### config.mk
export PLATFORM = sky130hd
export DESIGN_NAME = keypad_press_repeat_tracker_unit
export DESIGN_NICKNAME = d
export VERILOG_FILES = /design/src/rtl/core/kprt_pkg.sv /design/src/rtl/core/keypad_press_repeat_tracker_unit.sv
export SDC_FILE = /design/constraint.sdc
export NUM_CORES = 1
export LEC_CHECK = 0
export ABC_AREA = 1
export BUFFER_PORTS_ARGS = -buffer_cell sky130_fd_sc_hd__buf_2
export CAP_MARGIN = 10
export CELL_PAD_IN_SITES_DETAIL_PLACEMENT = 0
export CELL_PAD_IN_SITES_GLOBAL_PLACEMENT = 1
export CORE_ASPECT_RATIO = 0.9
export CORE_MARGIN = 5
export CORE_UTILIZATION = 49
export CTS_BUF_LIST = sky130_fd_sc_hd__clkbuf_4
export CTS_CLUSTER_SIZE = 28
export DETAILED_ROUTE_END_ITERATION = 10
export PLACE_DENSITY_LB_ADDON = 0.1
export RECOVER_POWER = 100
export SYNTH_ARGS = -nofsm -noshare
export SYNTH_HDL_FRONTEND = slang
export SYNTH_SLANG_ARGS = --single-unit
### constraint.sdc
create_clock -name i_clk -period 7.3 [get_ports i_clk]
set_input_delay 0.73 -clock i_clk [delete_from_list [all_inputs] [get_ports i_clk]]
set_output_delay 0.73 -clock i_clk [all_outputs]
set_load 0.01 [all_outputs]
### src/rtl/core/kprt_pkg.sv
// ----------------------------------------------------------------------------
// kprt_pkg
// Shared constants, types and helpers of the keypad press repeat tracker.
// ----------------------------------------------------------------------------
package kprt_pkg;

    localparam int NUM_KEYS       = 16;
    localparam int KEY_IDX_W      = 4;
    localparam int TICK_W         = 32;
    localparam int DELAY_W        = 8;
    localparam int CMD_W          = 2;
    localparam int CFG_IDX_W      = 8;
    localparam int IN_TDATA_W     = 56;
    localparam int OUT_TDATA_W    = 8;

    localparam logic [DELAY_W-1:0] FIRST_DELAY_RST = 8'd20;
    localparam logic [DELAY_W-1:0] INTERVAL_RST    = 8'd5;

    localparam logic [CMD_W-1:0] CMD_SAMPLE = 2'd0;
    localparam logic [CMD_W-1:0] CMD_PRESS  = 2'd1;
    localparam logic [CMD_W-1:0] CMD_HELD   = 2'd2;

    localparam logic [CFG_IDX_W-1:0] REG_FIRST_DELAY = 8'd0;
    localparam logic [CFG_IDX_W-1:0] REG_INTERVAL    = 8'd1;

    typedef logic [NUM_KEYS-1:0] t_keys;

    function automatic logic [KEY_IDX_W-1:0] lowest_index(input t_keys v);
        logic [KEY_IDX_W-1:0] idx;
        idx = '0;
        for (int i = NUM_KEYS - 1; i >= 0; i--) begin
            if (v[i]) begin
                idx = KEY_IDX_W'(i);
            end
        end
        return idx;
    endfunction

endpackage

### src/rtl/core/keypad_press_repeat_tracker_unit.sv
// ----------------------------------------------------------------------------
// keypad_press_repeat_tracker_unit
// 16-key keypad tracker with press detection, locking and auto-repeat.
// ----------------------------------------------------------------------------
// Requests arrive on the slave stream. The command sits in s_tuser; tdata
// carries the held-key vector, the tick, the key index and the player. Every
// request gives exactly one response on the master stream: the pressed flag,
// the key code and the held bit.
// A request is captured in an input register; the command logic then reads and
// updates the key state and loads the response register once that is free.
// o_m_tvalid rises once the request has passed both the input register and
// the response register. One request is taken in every cycle while the
// receiver keeps i_m_tready high.
// When the receiver stalls, the response holds and the input register fills;
// o_s_tready then drops until the response is taken.
// The configuration channel writes the first repeat delay (index 0) and the
// repeat interval (index 1); other indexes are ignored. It is always ready;
// the user writes it only while the block is idle; the block does not enforce it.
// Reset clears both streams, all key state, and loads the delays 20 and 5.
// ----------------------------------------------------------------------------
module keypad_press_repeat_tracker_unit
    import kprt_pkg::*;
(
    input  logic                   i_clk,
    input  logic                   i_rst_n,
    input  logic                   i_s_tvalid,
    output logic                   o_s_tready,
    // keys_held[15:0], tick[47:16], key_index[51:48], player[52], zero[55:53]
    input  logic [IN_TDATA_W-1:0]  i_s_tdata,
    // cmd[1:0]
    input  logic [CMD_W-1:0]       i_s_tuser,
    output logic                   o_m_tvalid,
    input  logic                   i_m_tready,
    // pressed[0], key_code[4:1], held[5], zero[7:6]
    output logic [OUT_TDATA_W-1:0] o_m_tdata,
    input  logic                   i_cfg_valid,
    output logic                   o_cfg_ready,
    input  logic [CFG_IDX_W-1:0]   i_cfg_index,
    input  logic [DELAY_W-1:0]     i_cfg_data
);

    logic                 r_in_valid;
    logic [CMD_W-1:0]     r_cmd;
    t_keys                r_keys_in;
    logic [TICK_W-1:0]    r_tick;
    logic [KEY_IDX_W-1:0] r_key_idx;
    logic                 r_player;

    logic                 r_out_valid;
    logic [OUT_TDATA_W-1:0] r_out_data;

    logic [DELAY_W-1:0]   r_first_delay;
    logic [DELAY_W-1:0]   r_interval;

    t_keys                r_prev, n_prev;
    t_keys                r_curr, n_curr;
    t_keys                r_lock, n_lock;
    t_keys                r_rep, n_rep;
    logic [TICK_W-1:0]    r_last_tick, n_last_tick;
    logic [DELAY_W-1:0]   r_delay, n_delay;

    logic                 advance;
    logic                 in_accept;
    logic [TICK_W-1:0]    due;
    logic                 rearm;
    t_keys                prev_m;
    t_keys                fresh;
    t_keys                diff;
    t_keys                sel;
    t_keys                low;
    logic [KEY_IDX_W:0]   pos;
    t_keys                avail;
    logic                 pressed;
    logic [KEY_IDX_W-1:0] key_code;
    logic                 held;

    assign advance    = r_in_valid && (!r_out_valid || i_m_tready);
    assign o_s_tready = !r_in_valid || advance;
    assign in_accept  = i_s_tvalid && o_s_tready;
    assign o_cfg_ready = 1'b1;
    assign o_m_tvalid = r_out_valid;
    assign o_m_tdata  = r_out_data;

    always_comb begin
        due    = r_last_tick + TICK_W'(r_delay);
        rearm  = r_tick >= due;
        prev_m = rearm ? (r_prev & ~r_rep) : r_prev;
        fresh  = r_curr & ~prev_m;
        diff   = fresh & ~r_rep;
        sel    = (|diff) ? diff : r_rep;
        low    = sel & (~sel + t_keys'(1));
        pos    = {1'b0, r_key_idx} + {2'b00, r_player, 2'b00};
        avail  = r_curr & ~r_lock;

        n_prev      = r_prev;
        n_curr      = r_curr;
        n_lock      = r_lock;
        n_rep       = r_rep;
        n_last_tick = r_last_tick;
        n_delay     = r_delay;
        pressed     = 1'b0;
        key_code    = '0;
        held        = 1'b0;

        case (r_cmd)
            CMD_SAMPLE: begin
                n_prev = r_curr;
                n_curr = r_keys_in;
                n_lock = r_lock & ~(r_curr ^ r_keys_in);
                n_rep  = r_rep & n_lock;
            end
            CMD_PRESS: begin
                n_prev = prev_m;
                if (|fresh) begin
                    n_lock      = r_lock | sel;
                    n_last_tick = r_tick;
                    n_delay     = (sel != r_rep) ? r_first_delay : r_interval;
                    n_rep       = low;
                    pressed     = 1'b1;
                    key_code    = lowest_index(low);
                end
            end
            CMD_HELD: begin
                if (pos < (KEY_IDX_W + 1)'(NUM_KEYS)) begin
                    held = avail[pos[KEY_IDX_W-1:0]];
                end
            end
            default: begin
            end
        endcase
    end

    always_ff @(posedge i_clk) begin
        if (!i_rst_n) begin
            r_in_valid    <= 1'b0;
            r_out_valid   <= 1'b0;
            r_first_delay <= FIRST_DELAY_RST;
            r_interval    <= INTERVAL_RST;
            r_prev        <= '0;
            r_curr        <= '0;
            r_lock        <= '0;
            r_rep         <= '0;
            r_last_tick   <= '0;
            r_delay       <= '0;
        end else begin
            if (in_accept) begin
                r_in_valid <= 1'b1;
            end else if (advance) begin
                r_in_valid <= 1'b0;
            end
            if (advance) begin
                r_out_valid <= 1'b1;
                r_prev      <= n_prev;
                r_curr      <= n_curr;
                r_lock      <= n_lock;
                r_rep       <= n_rep;
                r_last_tick <= n_last_tick;
                r_delay     <= n_delay;
            end else if (i_m_tready) begin
                r_out_valid <= 1'b0;
            end
            if (i_cfg_valid && o_cfg_ready) begin
                if (i_cfg_index == REG_FIRST_DELAY) begin
                    r_first_delay <= i_cfg_data;
                end else if (i_cfg_index == REG_INTERVAL) begin
                    r_interval <= i_cfg_data;
                end
            end
        end
    end

    always_ff @(posedge i_clk) begin
        if (in_accept) begin
            r_cmd     <= i_s_tuser;
            r_keys_in <= i_s_tdata[NUM_KEYS-1:0];
            r_tick    <= i_s_tdata[16 +: TICK_W];
            r_key_idx <= i_s_tdata[48 +: KEY_IDX_W];
            r_player  <= i_s_tdata[52];
        end
        if (advance) begin
            r_out_data <= {2'b00, held, key_code, pressed};
        end
    end

endmodule

==> impl_metrics.json <==
{
  "status": "complete, but fails checks",
  "violations": "capacitance limit, slew limit",
  "leakage_nw": 4.63,
  "antenna_left": 0,
  "final_nets": 1565,
  "dp_hpwl_um": 17900,
  "final_common_cell": "nand2_1",
  "syn-cell-area_um2": 10400,
  "finish.utilization_pct": 53.6,
  "hold_path_end": "r_key_idx[0]",
  "crit_slowest_cell": "nand2_1",
  "drv_slew": 139,
  "synthFlopType": "dfxtp_1",
  "synth_top_area_cell": "dfxtp_1",
  "num_rows": 50,
  "cp_slowest_stage_delay_ns": 0.46,
  "dpl_worst_slack_ns": 1.36,
  "powerDensity_nw_per_um2": 175,
  "dpl-instance-area_um2": 11000,
  "ctsHoldBuffers": 0,
  "htree_levels": 4,
  "synth_top_area_share_pct": 23.4,
  "cts_buffers": 17,
  "die_x_um": 164,
  "fin_setup_tns_ns": 0,
  "drt_iter0_drc": 654,
  "track_usage_pct": 22.0,
  "min_from": "i_s_tdata[48]",
  "rr_endpoint": "r_last_tick[27]",
  "routed_wirelength_um": 26300,
  "required_ns": 7.78,
  "fin_crit_ns": 6.13,
  "p_sw_share_pct": 32.0,
  "path_max_fanout": 72,
  "drc_errors": 0,
  "peakVddDrop_mv": 0.101,
  "yosysWarningCount": 0,
  "synth_edf_count": 61,
  "die_area_um2": 24300,
  "synth_area_leaders": "dfxtp_1, edfxtp_1, nand2_1",
  "dp_cells": 1710,
  "routedWlPerCell_um": 15.1,
  "io_pins": 90,
  "core_um2": 20900,
  "vias": 9047,
  "clkSinkCount": 183,
  "ctsResizeCount": 0,
  "port_buffers": 83,
  "synth_xor_area_share_pct": 2.94,
  "fillers": 2107,
  "slew_headroom_pct": -118,
  "cpMostUsedCell": "nand2_1",
  "ys_seq_elements": 183,
  "synthSimpleGateAreaFrac_pct": 30.2,
  "whs_ns": 0.283,
  "synthAdderAreaFrac_pct": 5.22,
  "whs_path_depth": 1,
  "worstMarginPinSlew_ns": 3.27,
  "grt-ovfl-total": 0,
  "seq_power_share_pct": 57.2,
  "viasPerCell": 5.19,
  "ys_types": 48,
  "end_kind": "flop",
  "ctsRootBufferMaster": "clkbuf_4",
  "fin_area_um2": 11200,
  "cp-start-kind": "flop",
  "clk_pin_slew_ns": 0.18,
  "pwr-share-clk_pct": 28.5,
  "clockBufferDepth": 2,
  "yosys-mux-area-fraction_pct": 0,
  "reg2regPathDepth": 35,
  "layout_common_cells": "nand2_1, nor2_1, inv_1",
  "drtPass1Iterations": 6,
  "hold_viol": 0,
  "drive_above_1_share_pct": 11.5,
  "period_share_pct": 83.9,
  "path_class": "reg2reg",
  "post_cts_buffers": 0,
  "p_int_mw": 1.33,
  "place.gp.congestion": 0.845,
  "dieHeight_um": 149,
  "cp.arrival_ns": 6.61,
  "finalSetupViolations": 0,
  "syn_to_final_growth_pct": 7.26,
  "synth-async-reset-ratio_pct": 0,
  "start_util_pct": 50.0,
  "layout.cells.non_filler": 1743,
  "rsz0062_at_grt": "false",
  "grt_pass1_vias": 8485,
  "grt_pass1_wl_um": 43300,
  "synth_top_family_by_area": "simple AND/OR/NAND/NOR gates",
  "maxCapViolCount": 3,
  "grt_max_degree": 74,
  "avgSynthCellArea_um2": 7.50,
  "r2r_start": "r_last_tick[0]",
  "power_mw": 1.96,
  "fmax_mhz": 163,
  "clk_latency_ns": 0.60,
  "synth_compound_area_share_pct": 12.0,
  "net-switching-power_mw": 0.628,
  "cts_tree": "built",
  "combPwrFrac_pct": 14.3,
  "hp-class": "in2reg",
  "reg2reg_slack_ns": 1.17,
  "yosysSeqAreaShare_pct": 40.9,
  "fin_skew_ns": 0.0294,
  "setup_slack_ns": 1.17,
  "synthCells": 1392,
  "antenna_found_initial": 1
}
==> state kept, by name, indices dropped and copies added (netlist names) <==
name and count:
r_keys_in 16, r_in_valid 1, r_delay 8, r_prev 16, r_last_tick 32, r_first_delay 8
r_interval 8, r_lock 16, r_player 1, o_m_tvalid 1, r_cmd 2, r_curr 16
r_rep 16, r_key_idx 4, o_m_tdata 6, r_tick 32
==> cells by family after synthesis <==
group | count (synthesis)
flops | 183
xor+xnor | 35
compound gates | 207
simple gates | 703
buf+inv | 219
fa+ha+maj | 43
other cells | 2
==> critical path, delay by kind of cell, from the launching register on <==
kind	cells	cell delay [ns]
simple gates	24	3.65
fa+ha+maj	3	0.82
buf+inv	5	0.59
xor+xnor	1	0.16
compound gates	2	0.40
flops	1	0.36
==> how the worst max path moves through the flow <==
stage                         startpoint               to  slack, ns
final                     r_last_tick[0]  r_last_tick[27]       1.17
after global routing      r_last_tick[0]  r_last_tick[30]       0.36
after CTS                 r_last_tick[0]         r_rep[7]       1.32
after detailed placement  r_last_tick[0]         r_rep[7]       1.36
after global placement        r_delay[0]        r_lock[4]       1.40
after floorplan           r_last_tick[0]     o_m_tdata[3]       2.64
==> synthesized netlist by cell type, types with 3 or more instances <==
master      n
a211oi_1    4
a21o_1      3
a21oi_1    72
a21oi_2    21
buf_1       4
buf_2      15
buf_4       3
clkbuf_1   33
dfxtp_1   122
edfxtp_1   61
ha_1       42
inv_1     152
inv_2       7
nand2_1   305
nand2_2     3
nand3_1   127
nand3_2    30
nand3b_1    6
nand4_1    20
nor2_1    180
nor3_1     18
nor4_1      5
o211ai_1   18
o21ai_0    62
o22ai_1     8
o311ai_0    8
xnor2_1     8
xor2_1     27
==> cell type report <==
type                       instances  area, um^2  share of cell area, %
tap                              286         358                   3.19
clock buffer                      18         135                   1.21
clock inverter                    14         131                   1.17
antenna                            1        2.50                 0.0223
multi-input combinational        991        5240                   46.8
inverter                         159         597                   5.33
timing repair buffer              91         465                   4.16
sequential                       183        4270                   38.2
==> power groups by stage <==
stage	Combinational [mW]	Sequential, mW	Clock, mW
floorplan	0.208	1.13	0
global placement	0.281	1.14	0
finish	0.281	1.12	0.559
global route	0.321	1.13	0.624
CTS	0.285	1.12	0.573
detailed placement	0.284	1.14	0
==> per-layer routing <==
| metal | up-vias | share of wire, % | global-route usage (%) |
|---|---|---|---|
| met5 | - | 0 | 0 |
| met4 | 0 | 1.3 | 5.16 |
| met3 | 24 | 4.3 | 3.33 |
| met2 | 198 | 46 | 35.8 |
| met1 | 4128 | 48 | 30.9 |
| li1 | 4697 | - | - |
Power figures use the tool's default switching activity.
